===== config.mk =====
export PLATFORM = sky130hd
export DESIGN_NAME = websocket_frame_deframer
export DESIGN_NICKNAME = d
export VERILOG_FILES = /design/src/design/wsd_pkg.sv /design/src/design/websocket_frame_deframer.sv /design/src/design/wsd_parse.sv
export SDC_FILE = /design/constraint.sdc
export NUM_CORES = 1
export LEC_CHECK = 0
export ABC_AREA = 1
export BUFFER_PORTS_ARGS = -buffer_cell sky130_fd_sc_hd__buf_2
export CORE_MARGIN = 2
export CORE_UTILIZATION = 55
export CTS_BUF_LIST = sky130_fd_sc_hd__clkbuf_8
export CTS_CLUSTER_SIZE = 8
export DETAILED_ROUTE_END_ITERATION = 7
export GPL_ROUTABILITY_DRIVEN = 0
export PLACE_DENSITY = 0.79
export SETUP_SLACK_MARGIN = 0.15
export SLEW_MARGIN = 0
export SYNTH_ARGS = -nofsm -noshare
export SYNTH_HDL_FRONTEND = slang
export SYNTH_SLANG_ARGS = --single-unit

===== constraint.sdc =====
create_clock -name i_clk -period 6.34 [get_ports i_clk]
set_clock_uncertainty 0.05 [all_clocks]
set_input_delay 0.634 -clock i_clk [delete_from_list [all_inputs] [get_ports i_clk]]
set_output_delay 0.634 -clock i_clk [all_outputs]
set_load 0.03 [all_outputs]

===== src/design/wsd_pkg.sv =====
// Shared types and constants for the WebSocket frame deframer.
package wsd_pkg;

    localparam int LEN_W = 63;

    localparam logic [1:0] HDR1_RSV_MASK = 2'b11;
    localparam logic [6:0] LEN7_MAX      = 7'd125;
    localparam logic [6:0] LEN7_EXT16    = 7'd126;
    localparam logic [2:0] LEN64_LAST    = 3'd7;
    localparam logic [2:0] KEY_LAST      = 3'd3;

    typedef enum logic [2:0] {
        PH_HDR1  = 3'd0,
        PH_HDR2  = 3'd1,
        PH_LEN16 = 3'd2,
        PH_LEN64 = 3'd3,
        PH_MASK  = 3'd4,
        PH_DATA  = 3'd5,
        PH_ERROR = 3'd6
    } t_phase;

    typedef enum logic [2:0] {
        ST_OK          = 3'd0,
        ST_RSV         = 3'd1,
        ST_LEN16_SHORT = 3'd2,
        ST_LEN64_TOP   = 3'd3,
        ST_LEN64_SHORT = 3'd4
    } t_status;

    typedef struct packed {
        logic [7:0]       payload_byte;
        logic             byte_valid;
        logic             frame_end;
        logic             fin_flag;
        logic             rsv1_flag;
        logic [3:0]       frame_opcode;
        logic [LEN_W-1:0] frame_length;
        t_status          status;
    } t_result;

endpackage


===== src/design/websocket_frame_deframer.sv =====
// WebSocket frame deframer: one stream byte per unstalled cycle in, unmasked payload out.
// Each result is registered in the output register, via the skid stage if output stalls.
// Throughput: one byte per cycle unless stalled; parser state updates on acceptance.
// An output register plus a one-entry skid stage let input continue while a result waits.
// Reset (i_rst_n low, synchronous) returns the parser to the first header byte and
// empties the output stages; a clear command does the same to the parser state.
module websocket_frame_deframer (
    input  logic                      i_clk,
    input  logic                      i_rst_n,
    input  logic                      i_in_valid,
    output logic                      o_in_stall,
    input  logic                      i_command,
    input  logic [7:0]                i_in_byte,
    output logic                      o_out_valid,
    input  logic                      i_out_stall,
    output logic [7:0]                o_payload_byte,
    output logic                      o_byte_valid,
    output logic                      o_frame_end,
    output logic                      o_fin_flag,
    output logic                      o_rsv1_flag,
    output logic [3:0]                o_frame_opcode,
    output logic [wsd_pkg::LEN_W-1:0] o_frame_length,
    output logic [2:0]                o_status
);
    import wsd_pkg::*;

    logic    accept;
    logic    res_valid;
    t_result res;
    logic    r_out_valid;
    t_result r_out;
    logic    r_skid_valid;
    t_result r_skid;
    logic    out_free;

    assign o_in_stall = r_skid_valid;
    assign accept     = i_in_valid && !r_skid_valid;
    assign out_free   = !r_out_valid || !i_out_stall;

    wsd_parse u_parse (
        .i_clk       (i_clk),
        .i_rst_n     (i_rst_n),
        .i_accept    (accept),
        .i_command   (i_command),
        .i_in_byte   (i_in_byte),
        .o_res_valid (res_valid),
        .o_res       (res)
    );

    always_ff @(posedge i_clk) begin
        if (!i_rst_n) begin
            r_out_valid  <= 1'b0;
            r_skid_valid <= 1'b0;
        end else if (out_free) begin
            if (r_skid_valid) begin
                r_out_valid  <= 1'b1;
                r_skid_valid <= 1'b0;
            end else begin
                r_out_valid <= accept && res_valid;
            end
        end else if (accept && res_valid) begin
            r_skid_valid <= 1'b1;
        end
    end

    always_ff @(posedge i_clk) begin
        if (out_free) begin
            r_out <= r_skid_valid ? r_skid : res;
        end else if (accept && res_valid) begin
            r_skid <= res;
        end
    end

    assign o_out_valid    = r_out_valid;
    assign o_payload_byte = r_out.payload_byte;
    assign o_byte_valid   = r_out.byte_valid;
    assign o_frame_end    = r_out.frame_end;
    assign o_fin_flag     = r_out.fin_flag;
    assign o_rsv1_flag    = r_out.rsv1_flag;
    assign o_frame_opcode = r_out.frame_opcode;
    assign o_frame_length = r_out.frame_length;
    assign o_status       = r_out.status;

    a_skid_behind_out: assert property (@(posedge i_clk) disable iff (!i_rst_n)
        r_skid_valid |-> r_out_valid)
        else $error("skid stage holds a transaction while output is empty");

    a_data_ok: assert property (@(posedge i_clk) disable iff (!i_rst_n)
        (r_out_valid && (r_out.byte_valid || r_out.frame_end)) |-> (r_out.status == ST_OK))
        else $error("payload or frame end carries an error status");

    a_skid_drains: assert property (@(posedge i_clk) disable iff (!i_rst_n)
        (r_skid_valid && !i_out_stall) |=> !r_skid_valid)
        else $error("skid stage did not drain");

endmodule


===== src/design/wsd_parse.sv =====
// Frame header parser and payload unmasking for one stream byte per transaction.
module wsd_parse (
    input  logic             i_clk,
    input  logic             i_rst_n,
    input  logic             i_accept,
    input  logic             i_command,
    input  logic [7:0]       i_in_byte,
    output logic             o_res_valid,
    output wsd_pkg::t_result o_res
);
    import wsd_pkg::*;

    t_phase           r_phase, n_phase;
    logic             r_fin, n_fin;
    logic             r_rsv1, n_rsv1;
    logic [3:0]       r_opcode, n_opcode;
    logic             r_masked, n_masked;
    logic [LEN_W-1:0] r_len, n_len;
    logic [LEN_W-1:0] r_rcount, n_rcount;
    logic [31:0]      r_key, n_key;
    logic [2:0]       r_hbc, n_hbc;

    logic [6:0]       len7;
    logic             hdr1_err;
    logic [15:0]      len16;
    logic             len16_short;
    logic [63:0]      len64;
    logic             len64_short;
    logic [LEN_W-1:0] rcount_inc;
    logic             data_end;
    logic [7:0]       key_byte;

    assign len7        = i_in_byte[6:0];
    assign hdr1_err    = (i_in_byte[5:4] & HDR1_RSV_MASK) != 2'b00;
    assign len16       = {r_len[7:0], i_in_byte};
    assign len16_short = len16 <= {9'd0, LEN7_MAX};
    assign len64       = {r_len[55:0], i_in_byte};
    assign len64_short = len64[62:16] == '0;
    assign rcount_inc  = r_rcount + {{(LEN_W-1){1'b0}}, 1'b1};
    assign data_end    = rcount_inc >= r_len;

    always_comb begin
        case (r_rcount[1:0])
            2'd0:    key_byte = r_key[31:24];
            2'd1:    key_byte = r_key[23:16];
            2'd2:    key_byte = r_key[15:8];
            default: key_byte = r_key[7:0];
        endcase
    end

    // Next phase
    always_comb begin
        n_phase = r_phase;
        if (i_command) begin
            n_phase = PH_HDR1;
        end else begin
            unique case (r_phase)
                PH_HDR1: begin
                    n_phase = hdr1_err ? PH_ERROR : PH_HDR2;
                end
                PH_HDR2: begin
                    if (len7 <= LEN7_MAX) begin
                        if (i_in_byte[7])        n_phase = PH_MASK;
                        else if (len7 == 7'd0)   n_phase = PH_HDR1;
                        else                     n_phase = PH_DATA;
                    end else if (len7 == LEN7_EXT16) begin
                        n_phase = PH_LEN16;
                    end else begin
                        n_phase = PH_LEN64;
                    end
                end
                PH_LEN16: begin
                    if (r_hbc != 3'd0) begin
                        if (len16_short)   n_phase = PH_ERROR;
                        else if (r_masked) n_phase = PH_MASK;
                        else               n_phase = PH_DATA;
                    end
                end
                PH_LEN64: begin
                    if (r_hbc == LEN64_LAST) begin
                        if (len64[63] || len64_short) n_phase = PH_ERROR;
                        else if (r_masked)            n_phase = PH_MASK;
                        else                          n_phase = PH_DATA;
                    end
                end
                PH_MASK: begin
                    if (r_hbc >= KEY_LAST) begin
                        n_phase = (r_len == '0) ? PH_HDR1 : PH_DATA;
                    end
                end
                PH_DATA: begin
                    if (data_end) n_phase = PH_HDR1;
                end
                default: begin
                    n_phase = r_phase;
                end
            endcase
        end
    end

    // Header fields, counters and result
    always_comb begin
        t_status st;
        logic    data_v;
        logic    end_v;
        logic [7:0] data;
        n_fin       = r_fin;
        n_rsv1      = r_rsv1;
        n_opcode    = r_opcode;
        n_masked    = r_masked;
        n_len       = r_len;
        n_rcount    = r_rcount;
        n_key       = r_key;
        n_hbc       = r_hbc;
        o_res_valid = 1'b0;
        st          = ST_OK;
        data_v      = 1'b0;
        end_v       = 1'b0;
        data        = 8'd0;
        if (i_command) begin
            n_fin    = 1'b0;
            n_rsv1   = 1'b0;
            n_opcode = 4'd0;
            n_masked = 1'b0;
            n_len    = '0;
            n_rcount = '0;
            n_key    = 32'd0;
            n_hbc    = 3'd0;
        end else begin
            unique case (r_phase)
                PH_HDR1: begin
                    n_fin    = i_in_byte[7];
                    n_rsv1   = i_in_byte[6];
                    n_opcode = i_in_byte[3:0];
                    if (hdr1_err) begin
                        o_res_valid = 1'b1;
                        st          = ST_RSV;
                    end
                end
                PH_HDR2: begin
                    n_masked = i_in_byte[7];
                    n_hbc    = 3'd0;
                    if (len7 <= LEN7_MAX) begin
                        n_len    = {{(LEN_W-7){1'b0}}, len7};
                        n_rcount = '0;
                        if (!i_in_byte[7] && len7 == 7'd0) begin
                            o_res_valid = 1'b1;
                            end_v       = 1'b1;
                        end
                    end else begin
                        n_len = '0;
                    end
                end
                PH_LEN16: begin
                    n_len = {{(LEN_W-16){1'b0}}, len16};
                    if (r_hbc == 3'd0) begin
                        n_hbc = 3'd1;
                    end else if (len16_short) begin
                        o_res_valid = 1'b1;
                        st          = ST_LEN16_SHORT;
                    end else begin
                        n_hbc    = 3'd0;
                        n_rcount = '0;
                    end
                end
                PH_LEN64: begin
                    n_len = len64[LEN_W-1:0];
                    if (r_hbc != LEN64_LAST) begin
                        n_hbc = r_hbc + 3'd1;
                    end else if (len64[63]) begin
                        o_res_valid = 1'b1;
                        st          = ST_LEN64_TOP;
                    end else if (len64_short) begin
                        o_res_valid = 1'b1;
                        st          = ST_LEN64_SHORT;
                    end else begin
                        n_hbc    = 3'd0;
                        n_rcount = '0;
                    end
                end
                PH_MASK: begin
                    n_key = {r_key[23:0], i_in_byte};
                    if (r_hbc < KEY_LAST) begin
                        n_hbc = r_hbc + 3'd1;
                    end else begin
                        n_hbc    = 3'd0;
                        n_rcount = '0;
                        if (r_len == '0) begin
                            o_res_valid = 1'b1;
                            end_v       = 1'b1;
                        end
                    end
                end
                PH_DATA: begin
                    o_res_valid = 1'b1;
                    data_v      = 1'b1;
                    end_v       = data_end;
                    data        = r_masked ? (i_in_byte ^ key_byte) : i_in_byte;
                    if (data_end) begin
                        n_rcount = '0;
                        n_hbc    = 3'd0;
                    end else begin
                        n_rcount = rcount_inc;
                    end
                end
                default: begin
                    o_res_valid = 1'b0;
                end
            endcase
        end
        o_res.payload_byte = data;
        o_res.byte_valid   = data_v;
        o_res.frame_end    = end_v;
        o_res.fin_flag     = n_fin;
        o_res.rsv1_flag    = n_rsv1;
        o_res.frame_opcode = n_opcode;
        o_res.frame_length = n_len;
        o_res.status       = st;
    end

    always_ff @(posedge i_clk) begin
        if (!i_rst_n) begin
            r_phase  <= PH_HDR1;
            r_fin    <= 1'b0;
            r_rsv1   <= 1'b0;
            r_opcode <= 4'd0;
            r_masked <= 1'b0;
            r_len    <= '0;
            r_rcount <= '0;
            r_key    <= 32'd0;
            r_hbc    <= 3'd0;
        end else if (i_accept) begin
            r_phase  <= n_phase;
            r_fin    <= n_fin;
            r_rsv1   <= n_rsv1;
            r_opcode <= n_opcode;
            r_masked <= n_masked;
            r_len    <= n_len;
            r_rcount <= n_rcount;
            r_key    <= n_key;
            r_hbc    <= n_hbc;
        end
    end

    a_err_sticky: assert property (@(posedge i_clk) disable iff (!i_rst_n)
        (i_accept && o_res_valid && o_res.status != ST_OK) |=> (r_phase == PH_ERROR))
        else $error("error result did not enter error phase");

    a_len16_count: assert property (@(posedge i_clk) disable iff (!i_rst_n)
        (r_phase == PH_LEN16) |-> (r_hbc <= 3'd1))
        else $error("16-bit length byte count out of range");

    a_key_count: assert property (@(posedge i_clk) disable iff (!i_rst_n)
        (r_phase == PH_MASK) |-> (r_hbc <= KEY_LAST))
        else $error("mask key byte count out of range");

    a_data_nonzero: assert property (@(posedge i_clk) disable iff (!i_rst_n)
        (r_phase == PH_DATA) |-> (r_len != '0))
        else $error("payload phase with zero length");

endmodule


==> flow_summary.rst, run 1 <==
.. list-table::
   :header-rows: 1

   * - Metric
     - Value
   * - Run status
     - finished, final reports clean
   * - Slew at the pin with the worst max-slew slack
     - 1.11 ns
   * - Register-to-register setup slack
     - 1.22 ns
   * - Clk Latency, worst-skew pair
     - 0.60 ns
   * - Accumulated negative setup slack
     - 0 ns
   * - Largest net degree at the start of global routing
     - 126
   * - Clock edge transition at the registers on the reported setup and hold paths
     - 0.06 ns
   * - Total overflow reported by the global router
     - 0
   * - Crit path max-delay cell type
     - sky130_fd_sc_hd__nor2_4
   * - Via-to-Cell Ratio
     - 5.68
   * - Worst R2R Path Depth
     - 21
   * - Flip-flop cell with the highest count after synthesis
     - sky130_fd_sc_hd__dfxtp_1
   * - Total I/O pin count
     - 97
   * - Maximum Capacitance Violations
     - 0
   * - Fin crit period
     - 5.12 ns
   * - Maximum vdd drop
     - 0.122 mV
   * - Std-Cell Rows
     - 65
   * - Largest cells by area after synthesis
     - sky130_fd_sc_hd__edfxtp_1, sky130_fd_sc_hd__dfxtp_1, sky130_fd_sc_hd__nand2_1
   * - Compound-cell area share of the yosys netlist
     - 0.127
   * - Floorplan die area
     - 33100 sq um
   * - Ys Warns
     - 0
   * - Cell chosen for the clock root
     - sky130_fd_sc_hd__clkbuf_8
   * - Worst min-delay path endpoint
     - u_parse.r_key[4]
   * - Hold Path Class
     - input port to flop
   * - Wire length of the first global-routing pass
     - 72100 um
   * - Most instantiated library cell after synthesis
     - sky130_fd_sc_hd__nand2_1
   * - Final Worst Setup Slack
     - 1.22 ns
   * - # DRC
     - 0
   * - Fraction of final layout cells sized beyond drive strength 1
     - 0.0842
   * - Peak fanout along the critical path
     - 32
   * - Launch instance of the worst min-delay path
     - i_in_byte[4]
   * - Net Count, Synth
     - 2299
   * - Largest stage delay on the critical path
     - 0.73 ns
   * - Vert. Die Dim
     - 182 um
   * - Initial Utilization
     - 0.555
   * - Leakage Power
     - 8.50 nW
   * - Antenna-violating nets left
     - 0
   * - TritonCTS clock tree
     - done
   * - TritonCTS buffer count
     - 53
   * - Most used cell along the critical path
     - sky130_fd_sc_hd__nand2_1
   * - Buffer count from post-CTS setup fixing
     - 0
   * - Post-DP HPWL
     - 32000 um
   * - Flop and latch count out of synthesis
     - 337
   * - Post-synthesis async set-or-reset flop share
     - 0
   * - Share of the synthesized area in the top cell type
     - 0.283
   * - Final setup viols
     - 0
   * - Cell area after synthesis
     - 17400 sq um
   * - Data arrival at the endpoint of the critical path
     - 5.58 ns
   * - Avg WL per Cell
     - 16.6 um
   * - Port-buffer cells
     - 96
   * - DRC violation total after the first TritonRoute iteration
     - 2272
   * - Die span in x
     - 182 um
   * - Post-synthesis sequential area ratio
     - 0.482
   * - Post-synthesis cell type count
     - 41
   * - Number of hold violations in the final report
     - 0
   * - Xor and xnor fraction of the mapped netlist area
     - 0.0307
   * - Area grow syn2layout
     - 9.82%
   * - Ratio of total power to cell area
     - 245 nW/um^2
   * - Crit-path cells
     - ha_1 -> nand2_1 -> nor2_1 -> nand3_1 -> nor4_1 -> nand2_1 -> xor2_1 -> ha_1 -> nand2_1 -> nor2_1 -> and2_1 -> nand2_1 -> nor2_1 -> nand2_1 -> nand3_1 -> nor2_1 -> nand3_1 -> nor2_4 -> buf_12 -> nand2_1 -> a21oi_1
   * - Maximum count of clock buffers along a single path
     - 3
   * - Unrepaired setup endpoints after global routing
     - no
   * - Number of cells on the worst hold path
     - 3
   * - Leading post-synthesis cells by instance count
     - sky130_fd_sc_hd__nand2_1, sky130_fd_sc_hd__inv_1, sky130_fd_sc_hd__a21oi_1
   * - Instance count of the mapped netlist
     - 2215
   * - NumNets Final
     - 2366
   * - Kind of end point of the critical path
     - flop
   * - CTS H-tree lvls
     - 2
   * - Multiplexer area fraction after synthesis
     - 0
   * - Worst Path Required
     - 6.81 ns
   * - Fin. max-slew vios
     - 0
   * - Max Clk Rate
     - 0.195 GHz
   * - Startpoint class of the critical path
     - flop
   * - Total routed wirelength
     - 45400 um
   * - Number of antenna violations at the first check in global routing
     - 0
   * - Launch instance of the worst register-to-register path
     - u_parse.r_rcount[0]
   * - Num Clock Sinks
     - 337
   * - Number of detailed-routing iterations run before antenna repair
     - 8
   * - Main combinational cell family by area after synthesis
     - simple AND/OR/NAND/NOR gates
   * - Area fraction in and, or, nand and nor cells after synthesis
     - 0.230
   * - Period utilisation layout
     - 0.807
   * - Hold buffers post-CTS
     - 0
   * - Std-Cell Core Area
     - 31400 sq um
   * - Aggregate global-route resource usage
     - 0.269
   * - Reg-to-Reg End
     - u_parse.r_rcount[56]
   * - Post-cts repair resize count
     - 0
   * - Worst hold margin
     - 0.351 ns
   * - Adder-cell share of the synthesized area
     - 0.0510
   * - Number of flops mapped to enable cells by yosys
     - 164
   * - Type of the setup path with the least slack
     - flop to flop
   * - Headroom to the max-slew limit
     - 0.258
   * - Via count of the first global-routing pass
     - 14200
   * - Count of vias placed by the detailed router
     - 15500
   * - Worst setup timing slack at the placement stage
     - 1.39 ns
   * - Avg Cell Area, Syn
     - 7.86 sq um
   * - Count of inserted antenna diode cells
     - 0
   * - Most area-hungry cell type in the Yosys netlist
     - sky130_fd_sc_hd__edfxtp_1
routing by layer:
layer | track usage | wire (um) | vias to the layer above
met2 | 0.423 | 20400 | 838
met5 | 0 | 0 | -
met4 | 0.120 | 1890 | 0
met1 | 0.367 | 18700 | 7056
li1 | - | - | 7465
met3 | 0.0435 | 4350 | 130
state kept, by name, summed over array words and instances, names as in the netlist, 3 cells and up:
signal / count
o_status: 3
u_parse.r_opcode: 4
r_skid: 82
u_parse.r_rcount: 63
u_parse.r_hbc: 3
o_frame_opcode: 4
o_payload_byte: 8
o_frame_length: 63
u_parse.r_key: 32
u_parse.r_len: 63
u_parse.r_phase: 3
placed cells by master (no fill, tap or decap), types with 2 or more instances in the layout:
cell type,n
sky130_fd_sc_hd__a31oi_1,8
sky130_fd_sc_hd__a21o_1,4
sky130_fd_sc_hd__ha_1,71
sky130_fd_sc_hd__a21boi_0,2
sky130_fd_sc_hd__inv_2,5
sky130_fd_sc_hd__edfxtp_1,164
sky130_fd_sc_hd__nand3_1,82
sky130_fd_sc_hd__o32ai_1,26
sky130_fd_sc_hd__and2_1,4
sky130_fd_sc_hd__nor3_1,35
sky130_fd_sc_hd__xor2_1,47
sky130_fd_sc_hd__clkbuf_8,57
sky130_fd_sc_hd__nor4_1,9
sky130_fd_sc_hd__clkinv_1,8
sky130_fd_sc_hd__buf_2,96
sky130_fd_sc_hd__nor2_4,3
sky130_fd_sc_hd__o22ai_1,35
sky130_fd_sc_hd__o21a_1,2
sky130_fd_sc_hd__a22oi_1,3
sky130_fd_sc_hd__nand4_1,28
sky130_fd_sc_hd__inv_1,280
sky130_fd_sc_hd__nand2_1,652
sky130_fd_sc_hd__nor2_1,159
sky130_fd_sc_hd__xnor2_1,14
sky130_fd_sc_hd__nand2_4,2
sky130_fd_sc_hd__nand3_2,2
sky130_fd_sc_hd__clkinv_2,5
sky130_fd_sc_hd__buf_4,11
sky130_fd_sc_hd__a21oi_1,221
sky130_fd_sc_hd__dfxtp_1,172
sky130_fd_sc_hd__o21ai_0,101
sky130_fd_sc_hd__nor2_2,4
where the power goes:
part           switching (mW)  internal [mW]  leakage [nW]
Sequential             0.0344           2.37          3.14
Clock                   0.851          0.872         0.625
Combinational           0.416          0.140          4.74
stage by stage:
step                      total power, mW  std cells   util  area [sq um]
after floorplan                      2.84       2215      -         17400
after global placement               2.98       2629  0.577         18100
after detailed placement             2.99       2629  0.577         18100
after CTS                            4.69       2729  0.609         19100
after global routing                 4.85       2729  0.609         19100
final                                4.68       2729  0.609         19100
cells by family after synthesis:
logic type | after synthesis
buffers and inverters | 355
and+or+nand+nor | 985
xor gates and xnor gates | 61
AOI/OAI and AO/OA | 406
DFF | 337
adders and majority gates | 71
worst max-delay path by stage:
| stage | to | from | cells after the start | slack, ns |
|---|---|---|---|---|
| final | u_parse.r_rcount[56] | u_parse.r_rcount[0] | 21 | 1.22 |
| after global routing | u_parse.r_rcount[35] | u_parse.r_rcount[0] | 21 | 0.79 |
| after CTS | u_parse.r_rcount[35] | u_parse.r_rcount[0] | 21 | 1.38 |
| after detailed placement | u_parse.r_rcount[35] | u_parse.r_rcount[0] | 21 | 1.39 |
| after global placement | u_parse.r_rcount[51] | u_parse.r_rcount[0] | 25 | 1.67 |
| after floorplan | r_skid[0] | i_out_stall | 2 | 0.56 |
final cells by class:
| cell class | count | area (sq um) |
|---|---|---|
| tap | 402 | 503 |
| sequential | 337 | 8390 |
| inverter | 259 | 975 |
| fill | 2642 | 12300 |
| clock inverter | 43 | 206 |
| multi-input combinational | 1523 | 7680 |
| clock buffer | 57 | 785 |
| timing repair buffer | 108 | 583 |
worst max-delay path, delay by kind of cell, from the launching register on:
kind / cells / cell delay [ns]
AO/OA/AOI/OAI: 1 / 0.14
XOR/XNOR: 1 / 0.24
adder cells (fa/ha/maj): 2 / 0.50
buffers and inverters: 1 / 0.27
flip-flops: 1 / 0.52
AND/OR/NAND/NOR: 16 / 3.26
(Power assumes the default switching activity.)
==> run 2, diff against run 1 <==
==> constraint.sdc (replaced) <==
create_clock -name i_clk -period 4.4 [get_ports i_clk]
set_clock_uncertainty 0.05 [all_clocks]
set_input_delay 0.44 -clock i_clk [delete_from_list [all_inputs] [get_ports i_clk]]
set_output_delay 0.44 -clock i_clk [all_outputs]
set_load 0.03 [all_outputs]
==> run 2 against run 1 <==
Setup slack got worse by 0.85 ns; critical path type unchanged; cell count rose by 0.29%; combinational power increased by 44%; clock-buffer cell count rose by 2; critical endpoint is now u_parse.r_rcount[26]; via count rose by 0.28%; largest power group unchanged; global-route usage grew 0.12 points; total power rose by 45%.
==> flow_summary.rst, run 2 (synthesis gave the netlist of run 1 again) <==
.. list-table::
   :header-rows: 1

   * - Metric
     - Value
   * - Worst Path Required
     - 4.86 ns (was 6.81 ns)
   * - Port-buffer cells
     - 96 (unchanged)
   * - Number of hold violations in the final report
     - 0 (unchanged)
   * - Ratio of total power to cell area
     - 353 nW/um^2 (was 245 nW/um^2)
   * - Via count of the first global-routing pass
     - 14500 (was 14200)
   * - Final setup viols
     - 0 (unchanged)
   * - DRC violation total after the first TritonRoute iteration
     - 1891 (was 2272)
   * - Max FFs per register
     - 82 (unchanged)
   * - Maximum vdd drop
     - 0.220 mV (was 0.122 mV)
   * - Crit-path cells
     - ha_1 -> nand2_1 -> nor2_2 -> nand3_1 -> nor2_2 -> nand2_1 -> nor2_1 -> xor2_1 -> ha_1 -> nand2_1 -> nor2_1 -> and2_1 -> nand2_1 -> nor2_1 -> nand2_1 -> nand3_1 -> nor2_1 -> nand3_1 -> nor2_4 -> buf_8 -> nand2_1 -> a21oi_1 (was ha_1 -> nand2_1 -> nor2_1 -> nand3_1 -> nor4_1 -> nand2_1 -> xor2_1 -> ha_1 -> nand2_1 -> nor2_1 -> and2_1 -> nand2_1 -> nor2_1 -> nand2_1 -> nand3_1 -> nor2_1 -> nand3_1 -> nor2_4 -> buf_12 -> nand2_1 -> a21oi_1)
   * - Most common cell after layout, fill and taps aside
     - sky130_fd_sc_hd__nand2_1 (unchanged)
   * - Count of inserted antenna diode cells
     - 0 (unchanged)
   * - Initial Utilization
     - 0.555 (unchanged)
   * - Max Clk Rate
     - 0.248 GHz (was 0.195 GHz)
   * - Avg WL per Cell
     - 16.7 um (was 16.6 um)
   * - Cell chosen for the clock root
     - sky130_fd_sc_hd__clkbuf_8 (unchanged)
   * - Largest stage delay on the critical path
     - 0.38 ns (was 0.73 ns)
   * - Fin. max-slew vios
     - 0 (unchanged)
   * - Via-to-Cell Ratio
     - 5.68 (about the same)
   * - Unrepaired setup endpoints after global routing
     - no (unchanged)
   * - Maximum count of clock buffers along a single path
     - 3 (unchanged)
   * - Clock edge transition at the registers on the reported setup and hold paths
     - 0.07 ns (was 0.06 ns)
   * - Total I/O pin count
     - 97 (unchanged)
   * - Number of detailed-routing iterations run before antenna repair
     - 8 (unchanged)
   * - Most used cell along the critical path
     - sky130_fd_sc_hd__nand2_1 (unchanged)
   * - Count of non-filler cells in the finished layout
     - 2737 (was 2729)
   * - Crit path max-delay cell type
     - sky130_fd_sc_hd__dfxtp_1 (was sky130_fd_sc_hd__nor2_4)
   * - Startpoint class of the critical path
     - flop (unchanged)
   * - Headroom to the max-slew limit
     - 0.151 (was 0.258)
   * - Number of antenna violations at the first check in global routing
     - 0 (unchanged)
   * - Num Clock Sinks
     - 337 (unchanged)
   * - Slew at the pin with the worst max-slew slack
     - 1.27 ns (was 1.11 ns)
   * - Count of vias placed by the detailed router
     - 15500 (about the same)
   * - Antenna-violating nets left
     - 0 (unchanged)
   * - Fillers
     - 2715 (was 2642)
   * - Std-Cell Rows
     - 65 (unchanged)
   * - Wire length of the first global-routing pass
     - 72800 um (was 72100 um)
   * - Peak fanout along the critical path
     - 34 (was 32)
   * - Std-Cell Core Area
     - 31400 sq um (unchanged)
   * - Period utilisation layout
     - 0.916 (was 0.807)
   * - Final Util
     - 0.612 (was 0.609)
   * - TritonCTS buffer count
     - 53 (unchanged)
   * - Data arrival at the endpoint of the critical path
     - 4.49 ns (was 5.58 ns)
   * - Largest net degree at the start of global routing
     - 128 (was 126)
   * - Area grow syn2layout
     - 10.4% (was 9.82%)
   * - Fraction of final layout cells sized beyond drive strength 1
     - 0.0895 (was 0.0842)
   * - Leakage Power
     - 8.57 nW (was 8.50 nW)
   * - NumNets Final
     - 2374 (was 2366)
   * - Highest-count cells in the layout ignoring fill and taps
     - sky130_fd_sc_hd__nand2_1, sky130_fd_sc_hd__inv_1, sky130_fd_sc_hd__a21oi_1 (unchanged)
   * - Aggregate global-route resource usage
     - 0.270 (was 0.269)
   * - Hold buffers post-CTS
     - 0 (unchanged)
   * - Hold Path Class
     - input port to flop (unchanged)
   * - Accumulated negative setup slack
     - 0 ns (unchanged)
   * - CP delay by family, top
     - simple AND/OR/NAND/NOR gates (unchanged)
   * - Total overflow reported by the global router
     - 0 (unchanged)
   * - # DRC
     - 0 (unchanged)
   * - Maximum Capacitance Violations
     - 0 (unchanged)
   * - Instance count after placement with tap cells included
     - 2634 (was 2629)
   * - Post-DP HPWL
     - 32000 um (about the same)
   * - Die span in x
     - 182 um (unchanged)
   * - Crit path buf inv count
     - 1 (unchanged)
   * - Largest register by flop count
     - r_skid (unchanged)
   * - Fin crit period
     - 4.03 ns (was 5.12 ns)
   * - Floorplan die area
     - 33100 sq um (unchanged)
   * - TritonCTS clock tree
     - done (unchanged)
   * - Run status
     - finished, final reports clean (unchanged)
   * - Type of the setup path with the least slack
     - flop to flop (unchanged)
   * - Vert. Die Dim
     - 182 um (unchanged)
   * - Clk Latency, worst-skew pair
     - 0.59 ns (was 0.60 ns)
   * - Total routed wirelength
     - 45700 um (was 45400 um)
   * - CTS H-tree lvls
     - 2 (unchanged)
   * - Kind of end point of the critical path
     - flop (unchanged)
==> run 2: routing by layer <==
layer | part of all wire | up-vias | wire length, um | track usage
met5 | 0 | - | 0 | 0
met2 | 0.45 | 780 | 20700 | 0.433
met1 | 0.41 | 7131 | 18700 | 0.361
li1 | - | 7477 | - | -
met4 | 0.043 | 0 | 1980 | 0.119
met3 | 0.092 | 145 | 4200 | 0.0455
==> run 2: path summary, 6_finish.rpt <==
path         slack (ns)                   end           startpoint  cells past startpoint
max                0.37  u_parse.r_rcount[26]  u_parse.r_rcount[1]                     22
min                0.15      u_parse.r_key[3]         i_in_byte[3]                      3
max reg2reg        0.37  u_parse.r_rcount[26]  u_parse.r_rcount[1]                     22
min reg2reg        0.42     u_parse.r_key[28]    u_parse.r_key[28]                      2
==> run 2: worst min-delay path: stages <==
cell and delay, ns:
sky130_fd_sc_hd__buf_2 0.15, sky130_fd_sc_hd__nand3_1 0.09, sky130_fd_sc_hd__a21oi_1 0.06
==> run 2: where the power goes <==
group / internal, mW / switching (mW) / leakage [nW]
registers: 3.41 / 0.0489 / 3.14
clock network: 1.29 / 1.23 / 0.640
logic: 0.202 / 0.600 / 4.79
==> run 2: final cells by class <==
cell class	count	area [sq um]	area share
Timing Repair Buffer	116	658	0.0342
Sequential cell	337	8390	0.436
Clock buffer	59	812	0.0422
Inverter	259	975	0.0507
Multi-Input combinational cell	1523	7690	0.400
Clock inverter	41	199	0.0103
Tap cell	402	503	0.0262
==> run 2: repair_timing <==
action | CTS | global route
setup endpoints to repair | 0 | 65
gates resized for setup | 0 | 7
buffers inserted | 0 | 3
==> run 2: stage by stage <==
step	power (mW)	cell area [sq um]	hold slack [ns]	setup WS (ns)
2_1_floorplan	4.09	17400	0.396	0.950
3_3_place_gp	4.29	18200	0.405	0.414
3_5_place_dp	4.31	18200	0.409	0.282
4_1_cts	6.81	19200	0.114	0.229
5_1_grt	7.04	19200	0.138	0.155
6_report	6.79	19200	0.147	0.370
